**src/rtl/rgbtex_pkg.sv**
```systemverilog
// Shared types and constants for the RGB24 to texture pixel converter.
// Used by rgbtex_cfg, rgbtex_core and the top level; depends on nothing.
package rgbtex_pkg;

    // Dimension registers and counters
    localparam int unsigned DIM_W   = 13;
    localparam int unsigned IDX_W   = 2;
    localparam int unsigned TEXEL_W = 32;

    localparam logic [DIM_W-1:0] MAX_WIDTH      = 13'd4096;
    localparam logic [DIM_W-1:0] MAX_HEIGHT     = 13'd4096;
    localparam logic [DIM_W-1:0] WIDTH_AT_RST   = 13'd640;
    localparam logic [DIM_W-1:0] HEIGHT_AT_RST  = 13'd480;

    // Configuration register indexes
    typedef enum logic [IDX_W-1:0] {
        CFG_FRAME_WIDTH   = 2'd0,
        CFG_FRAME_HEIGHT  = 2'd1,
        CFG_TARGET_FORMAT = 2'd2
    } t_cfg_reg;

    // Output pixel formats
    typedef enum logic {
        FMT_XRGB8888 = 1'b0,
        FMT_ARGB1555 = 1'b1
    } t_format;

    // Byte position within a source pixel
    typedef enum logic [1:0] {
        PH_BLUE  = 2'd0,
        PH_GREEN = 2'd1,
        PH_RED   = 2'd2
    } t_phase;

    // Active configuration, dimensions already clamped to 1..max
    typedef struct packed {
        logic [DIM_W-1:0] width;
        logic [DIM_W-1:0] height;
        t_format          format;
    } t_cfg;

    // One step result from the unpacker
    typedef struct packed {
        logic               valid;
        logic [TEXEL_W-1:0] texel;
        logic               row_end;
        logic               frame_end;
    } t_pixel;

endpackage

```
**src/rtl/rgbtex_cfg.sv**
```systemverilog
// Configuration registers: frame width, frame height and target format.
// Depends on rgbtex_pkg; dimensions are clamped to 1..max when written.
module rgbtex_cfg (
    input  logic                           i_clk,
    input  logic                           i_rst_n,
    input  logic                           i_cfg_wr_en,
    input  logic [rgbtex_pkg::IDX_W-1:0]   i_cfg_index,
    input  logic [rgbtex_pkg::DIM_W-1:0]   i_cfg_wdata,
    output rgbtex_pkg::t_cfg               o_cfg
);

    rgbtex_pkg::t_cfg r_cfg;
    rgbtex_pkg::t_cfg n_cfg;

    // Zero reads as one, anything above the maximum saturates
    function automatic logic [rgbtex_pkg::DIM_W-1:0] clamp_dim(
        input logic [rgbtex_pkg::DIM_W-1:0] v,
        input logic [rgbtex_pkg::DIM_W-1:0] maxv
    );
        logic [rgbtex_pkg::DIM_W-1:0] res;
        if (v == '0) begin
            res = {{(rgbtex_pkg::DIM_W-1){1'b0}}, 1'b1};
        end else if (v > maxv) begin
            res = maxv;
        end else begin
            res = v;
        end
        return res;
    endfunction

    // Decode the write; unknown indexes are dropped
    always_comb begin
        n_cfg = r_cfg;
        if (i_cfg_wr_en) begin
            case (rgbtex_pkg::t_cfg_reg'(i_cfg_index))
                rgbtex_pkg::CFG_FRAME_WIDTH: begin
                    n_cfg.width = clamp_dim(i_cfg_wdata, rgbtex_pkg::MAX_WIDTH);
                end
                rgbtex_pkg::CFG_FRAME_HEIGHT: begin
                    n_cfg.height = clamp_dim(i_cfg_wdata, rgbtex_pkg::MAX_HEIGHT);
                end
                rgbtex_pkg::CFG_TARGET_FORMAT: begin
                    n_cfg.format = rgbtex_pkg::t_format'(i_cfg_wdata[0]);
                end
                default: begin
                    n_cfg = r_cfg;
                end
            endcase
        end
    end

    always_ff @(posedge i_clk) begin
        if (!i_rst_n) begin
            r_cfg.width  <= rgbtex_pkg::WIDTH_AT_RST;
            r_cfg.height <= rgbtex_pkg::HEIGHT_AT_RST;
            r_cfg.format <= rgbtex_pkg::FMT_XRGB8888;
        end else begin
            r_cfg <= n_cfg;
        end
    end

    assign o_cfg = r_cfg;

endmodule

```
**src/rtl/rgbtex_core.sv**
```systemverilog
// Byte unpacker: assembles blue/green/red into a texel, drops row padding
// and tracks column and row position. Depends on rgbtex_pkg.
module rgbtex_core (
    input  logic                 i_clk,
    input  logic                 i_rst_n,
    input  logic                 i_step,
    input  logic [7:0]           i_byte,
    input  rgbtex_pkg::t_cfg     i_cfg,
    output rgbtex_pkg::t_pixel   o_pixel
);

    localparam int unsigned DW = rgbtex_pkg::DIM_W;

    rgbtex_pkg::t_phase r_phase, n_phase;
    logic [7:0]         r_blue, n_blue;
    logic [7:0]         r_green, n_green;
    logic [DW-1:0]      r_col, n_col;
    logic [DW-1:0]      r_row, n_row;
    logic [1:0]         r_pad, n_pad;

    logic [DW:0]        col_inc;
    logic [DW:0]        row_inc;
    logic               last_col;
    logic               last_row;
    logic [31:0]        texel;

    assign col_inc  = {1'b0, r_col} + {{DW{1'b0}}, 1'b1};
    assign row_inc  = {1'b0, r_row} + {{DW{1'b0}}, 1'b1};
    assign last_col = (col_inc >= {1'b0, i_cfg.width});
    assign last_row = (row_inc >= {1'b0, i_cfg.height});

    // Pack the current byte as red with the held green and blue
    always_comb begin
        if (i_cfg.format == rgbtex_pkg::FMT_ARGB1555) begin
            texel = {16'h0000, 1'b1, i_byte[7:3], r_green[7:3], r_blue[7:3]};
        end else begin
            texel = {8'hFF, i_byte, r_green, r_blue};
        end
    end

    // Advance the byte position, padding and counters
    always_comb begin
        n_phase = r_phase;
        n_blue  = r_blue;
        n_green = r_green;
        n_col   = r_col;
        n_row   = r_row;
        n_pad   = r_pad;
        o_pixel.valid     = 1'b0;
        o_pixel.texel     = texel;
        o_pixel.row_end   = last_col;
        o_pixel.frame_end = last_col && last_row;
        if (r_pad != 2'd0) begin
            n_pad = r_pad - 2'd1;
        end else begin
            case (r_phase)
                rgbtex_pkg::PH_GREEN: begin
                    n_green = i_byte;
                    n_phase = rgbtex_pkg::PH_RED;
                end
                rgbtex_pkg::PH_RED: begin
                    o_pixel.valid = 1'b1;
                    n_phase = rgbtex_pkg::PH_BLUE;
                    if (last_col) begin
                        n_col = '0;
                        n_pad = i_cfg.width[1:0];
                        n_row = last_row ? '0 : row_inc[DW-1:0];
                    end else begin
                        n_col = col_inc[DW-1:0];
                    end
                end
                default: begin
                    // blue, and the unused code
                    n_blue  = i_byte;
                    n_phase = rgbtex_pkg::PH_GREEN;
                end
            endcase
        end
    end

    always_ff @(posedge i_clk) begin
        if (!i_rst_n) begin
            r_phase <= rgbtex_pkg::PH_BLUE;
            r_blue  <= '0;
            r_green <= '0;
            r_col   <= '0;
            r_row   <= '0;
            r_pad   <= '0;
        end else if (i_step) begin
            r_phase <= n_phase;
            r_blue  <= n_blue;
            r_green <= n_green;
            r_col   <= n_col;
            r_row   <= n_row;
            r_pad   <= n_pad;
        end
    end

endmodule

```
**src/rtl/rgb24_to_texture_pixel_converter.sv**
```systemverilog
// Top level of the RGB24 to texture pixel converter: input byte register,
// unpacker, result register. Depends on rgbtex_pkg, rgbtex_cfg, rgbtex_core.
//
//  channel  | direction | handshake                     | payload
//  ---------+-----------+-------------------------------+--------------------------
//  s_axis   | in        | s_axis_tvalid / s_axis_tready | tdata[7:0] source_byte
//  m_axis   | out       | m_axis_tvalid / m_axis_tready | tdata texel, tlast row_end,
//           |           |                               | tuser[0] frame_end
//  cfg      | in        | i_cfg_wr_en                   | i_cfg_index, i_cfg_wdata
//
// One byte is taken per cycle while the input register can accept it; every third non-pad
// byte yields one texel, presented through the input register, then the result register.
// The unpacker between the two registers forms each result combinationally from its state.
// Reset is synchronous; it clears both registers, the unpacker state and
// loads the default configuration. A stalled output holds the result and
// still lets one more byte into the input register.
module rgb24_to_texture_pixel_converter (
    input  logic                                i_clk,
    input  logic                                i_rst_n,
    input  logic                                s_axis_tvalid,
    output logic                                s_axis_tready,
    input  logic [7:0]                          s_axis_tdata,  // [7:0] source_byte
    output logic                                m_axis_tvalid,
    input  logic                                m_axis_tready,
    output logic [rgbtex_pkg::TEXEL_W-1:0]      m_axis_tdata,  // [31:0] texel
    output logic                                m_axis_tlast,  // row_end
    output logic [0:0]                          m_axis_tuser,  // [0] frame_end
    input  logic                                i_cfg_wr_en,
    input  logic [rgbtex_pkg::IDX_W-1:0]        i_cfg_index,
    input  logic [rgbtex_pkg::DIM_W-1:0]        i_cfg_wdata
);

    rgbtex_pkg::t_cfg   cfg;
    rgbtex_pkg::t_pixel pixel;

    logic                             r_in_valid;
    logic [7:0]                       r_in_byte;
    logic                             r_out_valid;
    logic [rgbtex_pkg::TEXEL_W-1:0]   r_out_texel;
    logic                             r_out_row_end;
    logic                             r_out_frame_end;
    logic                             advance;

    rgbtex_cfg u_cfg (
        .i_clk       (i_clk),
        .i_rst_n     (i_rst_n),
        .i_cfg_wr_en (i_cfg_wr_en),
        .i_cfg_index (i_cfg_index),
        .i_cfg_wdata (i_cfg_wdata),
        .o_cfg       (cfg)
    );

    rgbtex_core u_core (
        .i_clk   (i_clk),
        .i_rst_n (i_rst_n),
        .i_step  (advance),
        .i_byte  (r_in_byte),
        .i_cfg   (cfg),
        .o_pixel (pixel)
    );

    // Move the held byte on when the result register is free or draining
    assign advance       = r_in_valid && (!r_out_valid || m_axis_tready);
    assign s_axis_tready = !r_in_valid || advance;

    // Input byte register
    always_ff @(posedge i_clk) begin
        if (!i_rst_n) begin
            r_in_valid <= 1'b0;
        end else if (s_axis_tready) begin
            r_in_valid <= s_axis_tvalid;
        end
    end

    always_ff @(posedge i_clk) begin
        if (s_axis_tvalid && s_axis_tready) begin
            r_in_byte <= s_axis_tdata;
        end
    end

    // Result register: load on advance, drop after the output transfer
    always_ff @(posedge i_clk) begin
        if (!i_rst_n) begin
            r_out_valid <= 1'b0;
        end else if (advance) begin
            r_out_valid <= pixel.valid;
        end else if (m_axis_tready) begin
            r_out_valid <= 1'b0;
        end
    end

    always_ff @(posedge i_clk) begin
        if (advance && pixel.valid) begin
            r_out_texel     <= pixel.texel;
            r_out_row_end   <= pixel.row_end;
            r_out_frame_end <= pixel.frame_end;
        end
    end

    assign m_axis_tvalid   = r_out_valid;
    assign m_axis_tdata    = r_out_texel;
    assign m_axis_tlast    = r_out_row_end;
    assign m_axis_tuser[0] = r_out_frame_end;

`ifndef SYNTHESIS
    a_frame_end_ends_row: assert property (@(posedge i_clk) disable iff (!i_rst_n)
        m_axis_tvalid && m_axis_tuser[0] |-> m_axis_tlast)
        else $error("frame end without row end");

    a_ready_only_blocked_by_full_input: assert property (@(posedge i_clk)
        !s_axis_tready |-> r_in_valid)
        else $error("input stalled with empty input register");

    a_texel_format: assert property (@(posedge i_clk) disable iff (!i_rst_n)
        m_axis_tvalid |-> (r_out_texel[31:24] == 8'hFF)
                       || (r_out_texel[31:16] == 16'h0000 && r_out_texel[15]))
        else $error("texel matches neither output format");

    a_empty_after_reset: assert property (@(posedge i_clk)
        $past(!i_rst_n) |-> !r_out_valid && !r_in_valid)
        else $error("pipeline not empty after reset");
`endif

endmodule
```
**config.mk**
```make
export PLATFORM = sky130hd
export DESIGN_NAME = rgb24_to_texture_pixel_converter
export DESIGN_NICKNAME = d
export VERILOG_FILES = /design/src/rtl/rgbtex_pkg.sv /design/src/rtl/rgbtex_cfg.sv /design/src/rtl/rgbtex_core.sv /design/src/rtl/rgb24_to_texture_pixel_converter.sv
export SDC_FILE = /design/constraint.sdc
export NUM_CORES = 1
export LEC_CHECK = 0
export ABC_AREA = 1
export BUFFER_PORTS_ARGS = -buffer_cell sky130_fd_sc_hd__buf_2
export CAP_MARGIN = 20
export CORE_ASPECT_RATIO = 2
export CORE_MARGIN = 10
export CORE_UTILIZATION = 53
export CTS_CLUSTER_SIZE = 40
export DETAILED_ROUTE_END_ITERATION = 10
export HOLD_SLACK_MARGIN = 0.02
export MAX_ROUTING_LAYER = met4
export PLACE_DENSITY = 0.76
export REMOVE_ABC_BUFFERS = 1
export SYNTH_ARGS = -nofsm -noshare
export SYNTH_HDL_FRONTEND = slang
export SYNTH_SLANG_ARGS = --single-unit
```
**constraint.sdc**
```tcl
create_clock -name i_clk -period 2.55 [get_ports i_clk]
set_clock_uncertainty 0.15 [all_clocks]
set_input_delay 0.51 -clock i_clk [delete_from_list [all_inputs] [get_ports i_clk]]
set_output_delay 0.51 -clock i_clk [all_outputs]
set_load 0.005 [all_outputs]
```
### Word-level counts from Yosys, hierarchy flattened

Index checks and enable logic that the tools add are counted.

* flip-flop bits (word level): 117
* bits of input ports: 28

* $add $sub $neg: 3
* bitwise gates (word level): 2
* reduce and logical (&&, ||, !) cells: 24
* muxes and demuxes: 13
* equal/unequal tests: 4
* $lt $le $gt $ge: 3

Operator list (number)
* two-way mux 13 bit: 4
* two-way mux 32 bit: 1
* adder 13 x 1 -> 14 bit, second input constant: 2
* greater-or-equal comparator 14 x 13 -> 1 bit: 2
* greater-than comparator 13 bit, second input constant: 1
* zero test 13 bit: 1
* AND reduction 3 bit: 4
* AND reduction 2 bit: 4
* nonzero test 2 bit: 4
* two-way mux 2 bit: 3
* equality test 2 x 1 -> 1 bit, second input constant: 2
* equality test 2 bit, second input constant: 2
* logical AND 1 bit: 4
* two-way mux 1 bit: 4
* case mux 2 bit (2 select lines): 1
* AND reduction 4 bit: 1
* zero test 1 bit: 2
* zero test 2 bit: 1
* logical OR 1 bit: 2
* inverter 1 bit: 2
* OR reduction 2 bit: 1
* subtractor 2 x 1 -> 2 bit, second input constant: 1

### Longest topological paths before layout

* depth in word-level cells: 5
* depth in mapped cells: 21

### Modules after synthesis

From an unflattened synthesis, not the netlist that was laid out.

* cells, all modules: 727
* area total of the unflattened synthesis: 5841.9 um^2

Modules (own cells, without submodules)
* rgbtex_core: times used 1, cells each 537, area each 3412.0 um^2, sequential area each 920.9 um^2
* rgb24_to_texture_pixel_converter: times used 1, cells each 59, area each 1368.8 um^2, sequential area each 1301.2 um^2
* rgbtex_cfg: times used 1, cells each 131, area each 1061.0 um^2, sequential area each 540.5 um^2

### Worst setup path before layout

No wires, ideal clock.

* path kind: register -> register
* from: register u_core.r_col[0]
* to: register u_core.r_row[10]
* arrival: 2.519 ns
* buffers on the path: 1
* cell stages (with the launch flop): 20
* period minus slack after synthesis: 2.739 ns
* required time: 2.330 ns
* setup slack: -0.189 ns
* cells stage by stage: dfxtp_1 ha_1 nand3_1 inv_1 nand3_1 nor2_2 nand3_1 xnor2_1 ha_1 nand2_1 nor2_1 nand4_1 nor2_1 nand2_2 nand2_4 nand2_4 clkinv_4 buf_12 nand2_2 a21oi_2

RTL lines
* start: declaration: line rgbtex_core.sv:17 `logic [DW-1:0] r_col, n_col;`
* start signal: assignment: line rgbtex_core.sv:93 `r_col <= n_col;`
* end signal: assignment: line rgbtex_core.sv:94 `r_row <= n_row;`
* end: declaration: line rgbtex_core.sv:18 `logic [DW-1:0] r_row, n_row;`

==> impl_metrics.env <==
export IMPL_area_growth_pct=28.4
export IMPL_cts_tree="done"
export IMPL_status="finished, violations left"
export IMPL_fp_coreArea_um2=10100
export IMPL_slowest_delay_ns=0.40
export IMPL_cpMostUsedCell="nand2_4"
export IMPL_path_buf_inv=2
export IMPL_yosys_top_cells_area="dfxtp_1 27%, edfxtp_1 19%, nand2_1 10%, ha_1 6.9%, inv_1 6.3%"
export IMPL_place_congestion=0.913
export IMPL_grt_remaining_overflow=0
export IMPL_first_iter_violations=295
export IMPL_ys_types=33
export IMPL_vias=5026
export IMPL_power_w=0.00358
export IMPL_synth_seq_cells=110
export IMPL_whs_endpoint="r_in_byte[6]"
export IMPL_required_ns=2.63
export IMPL_ys_flop_type="dfxtp_1"
export IMPL_clk_latency_ns=0.36
export IMPL_crit_arrival_ns=3.14
export IMPL_critPathKind="reg2reg"
export IMPL_hold_buffers=0
export IMPL_die_h_um=164
export IMPL_path_clk_slew_ns=0.08
export IMPL_fp_row_count=52
export IMPL_cts_made_buffers=9
export IMPL_path_cells="nand2_4 > nor2_4 > nand4_1 > nor3_2 > xor2_1 > inv_2 > ha_4 > nand2_4 > nor2_4 > nand4_1 > nor2_2 > nand2_2 > nand2_4 > nand2_8 > clkbuf_16 > nand2_2 > a21oi_2"
export IMPL_first_pass_iters=5
export IMPL_reg2reg_to="u_core.r_row[7]"
export IMPL_grt_pass1_vias=5090
export IMPL_rrSetupSlack_ns=-0.51
export IMPL_path_max_fanout=5
export IMPL_grt_pass1_wl_um=23200
export IMPL_syn_area_um2=5470
export IMPL_yosysMostFrequentCell="nand2_1"
export IMPL_routed_wl_um=15500
export IMPL_max_freq_mhz=327
export IMPL_seq_area_frac_synth=0.467
export IMPL_p_per_area_nw_per_um2=510
export IMPL_finalCriticalPeriod_ns=3.06
export IMPL_antenna_cells=0
export IMPL_syn_inst=679
export IMPL_vdd_drop_max_v=0.000603
export IMPL_timing_rr_start="u_core.r_col[1]"
export IMPL_cts_root_buf="clkbuf_16"
export IMPL_finalCritPeriodShare=1.20
export IMPL_violations="setup timing"
export IMPL_hold_viol_final=0
export IMPL_yosysTopAreaCell="dfxtp_1"
export IMPL_antenna_found_initial=0
export IMPL_grt_max_degree=33
export IMPL_drive_gt1_frac=0.315
export IMPL_leakage_nw=3.16
export IMPL_drc=0
export IMPL_synth_edff_count=35
export IMPL_worstHoldPathCells=1
export IMPL_rr_worst_depth=17
export IMPL_nFillCells=718
export IMPL_post_dp_hpwl_um=10700
export IMPL_io_buffers=63
export IMPL_drv_cap=0
export IMPL_slowest_stage="dfxtp_4"
export IMPL_fin_ws_ns=-0.511
export IMPL_cts_path_max_buffers=2
export IMPL_final_antenna_net_count=0
export IMPL_maxSlewViolCount=0
export IMPL_setup_violations=30
export IMPL_hold_path_class="in2reg"
export IMPL_h_tree_depth=3
export IMPL_dieArea_um2=15000
export IMPL_crit_family="simple AND/OR/NAND/NOR gates"
export IMPL_vias_per_cell=5.38
export IMPL_grtUsageTotal=0.196
export IMPL_worst_pin_slew_ns=0.585
export IMPL_cts_num_sinks=110
export IMPL_min_from="s_axis_tdata[6]"
export IMPL_finish_utilization=0.696
export IMPL_cp_start_kind="register"
export IMPL_grt_setup_unrepaired="yes"
export IMPL_relSlewSlack=0.610
export IMPL_wl_per_cell_um=16.6
export IMPL_final_nets=852
export IMPL_start_util=0.542
export IMPL_synthArstFlopShare=0
export IMPL_synthTopCellsByCount="152 x nand2_1, 92 x inv_1, 75 x dfxtp_1"
export IMPL_synth_top_cell_area_share=0.275
export IMPL_synth_avg_cell_area_um2=8.05
export IMPL_endpoint_kind="register"
export IMPL_boundaryPins=64
export IMPL_ys_warn_count=0
export IMPL_die_w_um=91.8
[worst max path at each step]
stage | from | cells after the start | to
3_3_place_gp | u_core.r_col[1] | 20 | u_core.r_row[1]
2_1_floorplan | u_core.r_col[0] | 18 | u_core.r_row[1]
6_report | u_core.r_col[1] | 17 | u_core.r_row[7]
5_1_grt | u_core.r_col[1] | 17 | u_core.r_row[7]
4_1_cts | u_core.r_col[1] | 19 | u_core.r_col[9]
3_5_place_dp | u_core.r_col[1] | 18 | u_core.r_row[3]
[registers in the layout, indices dropped and copies added (netlist names), 2 cells and up]
register / count
m_axis_tdata: 25
u_core.r_pad: 2
u_cfg.o_cfg: 27
r_in_byte: 8
u_core.r_row: 13
u_core.r_green: 8
u_core.r_blue: 8
u_core.r_col: 13
u_core.r_phase: 2
[area by class of cell]
type / count / area, um2 / area share
tap: 135 / 169 / 0.0241
inverter: 98 / 380 / 0.0542
clock inverter: 7 / 93.8 / 0.0134
multi-input combinational: 442 / 2700 / 0.385
sequential: 110 / 2560 / 0.365
clock buffer: 9 / 225 / 0.0321
timing repair buffer: 133 / 882 / 0.126
[where the power goes]
group          leakage, nW  switching (W)  internal [W]
combinational         2.07       0.000159     0.0000813
clock                0.154       0.000739      0.000716
sequential           0.933      0.0000298       0.00186
[metal layers]
metal | vias to the layer above | share of wire | GRT usage
met2 | 172 | 0.55 | 0.371
met4 | 0 | 0.069 | 0.130
li1 | 2423 | - | -
met5 | - | 0 | -
met1 | 2351 | 0.33 | 0.169
met3 | 80 | 0.050 | 0.0349
[repair_timing]
item                                    4_1_cts  5_1_grt
buffers inserted                              7        1
pin swaps                                    17       29
endpoints found under the setup margin       29       30
resized for setup                            21       67
gates cloned                                  0        1
[worst register-to-register path: stages, from the launching register on]
cell       delay, ns
dfxtp_4         0.40
nand2_4         0.06
nor2_4          0.11
nand4_1         0.21
nor3_2          0.28
xor2_1          0.23
inv_2           0.09
ha_4            0.29
nand2_4         0.05
nor2_4          0.09
nand4_1         0.17
nor2_2          0.18
nand2_2         0.08
nand2_4         0.12
nand2_8         0.10
clkbuf_16       0.19
nand2_2         0.06
a21oi_2         0.05
[cell usage in the layout, fill, tap and decap left out, drive strengths merged, types with 5 or more instances in the layout]
cell,synthesis,final
nand2,169,169
buf,12,132
inv,96,100
a21oi,76,76
dfxtp,75,75
o21ai,55,55
nor2,47,47
edfxtp,35,35
ha,30,30
nand3,20,20
xor2,11,11
clkbuf,17,10
nor3,10,10
nand4,9,9
clkinv,2,5
[kinds of logic after synthesis]
family	share of synthesized area
xor+xnor	0.0224
buf+inv	0.0996
simple gates	0.204
flops	0.467
fa+ha+maj	0.0687
compound gates	0.138
[per-stage QoR]
step | worst slack [ns] | instances | setup TNS (ns) | hold WS (ns) | cell area (um2)
3_5_place_dp | -0.226 | 910 | -5.29 | 0.315 | 6270
4_1_cts | -0.142 | 933 | -3.28 | 0.170 | 6740
3_3_place_gp | -0.125 | 910 | -2.79 | 0.303 | 6270
6_report | -0.511 | 934 | -12.91 | 0.173 | 7020
5_1_grt | -0.602 | 934 | -15.99 | 0.167 | 7020
2_1_floorplan | -0.195 | 650 | -3.72 | 0.289 | 5290
Note: power is estimated with default switching activity, not from simulation.
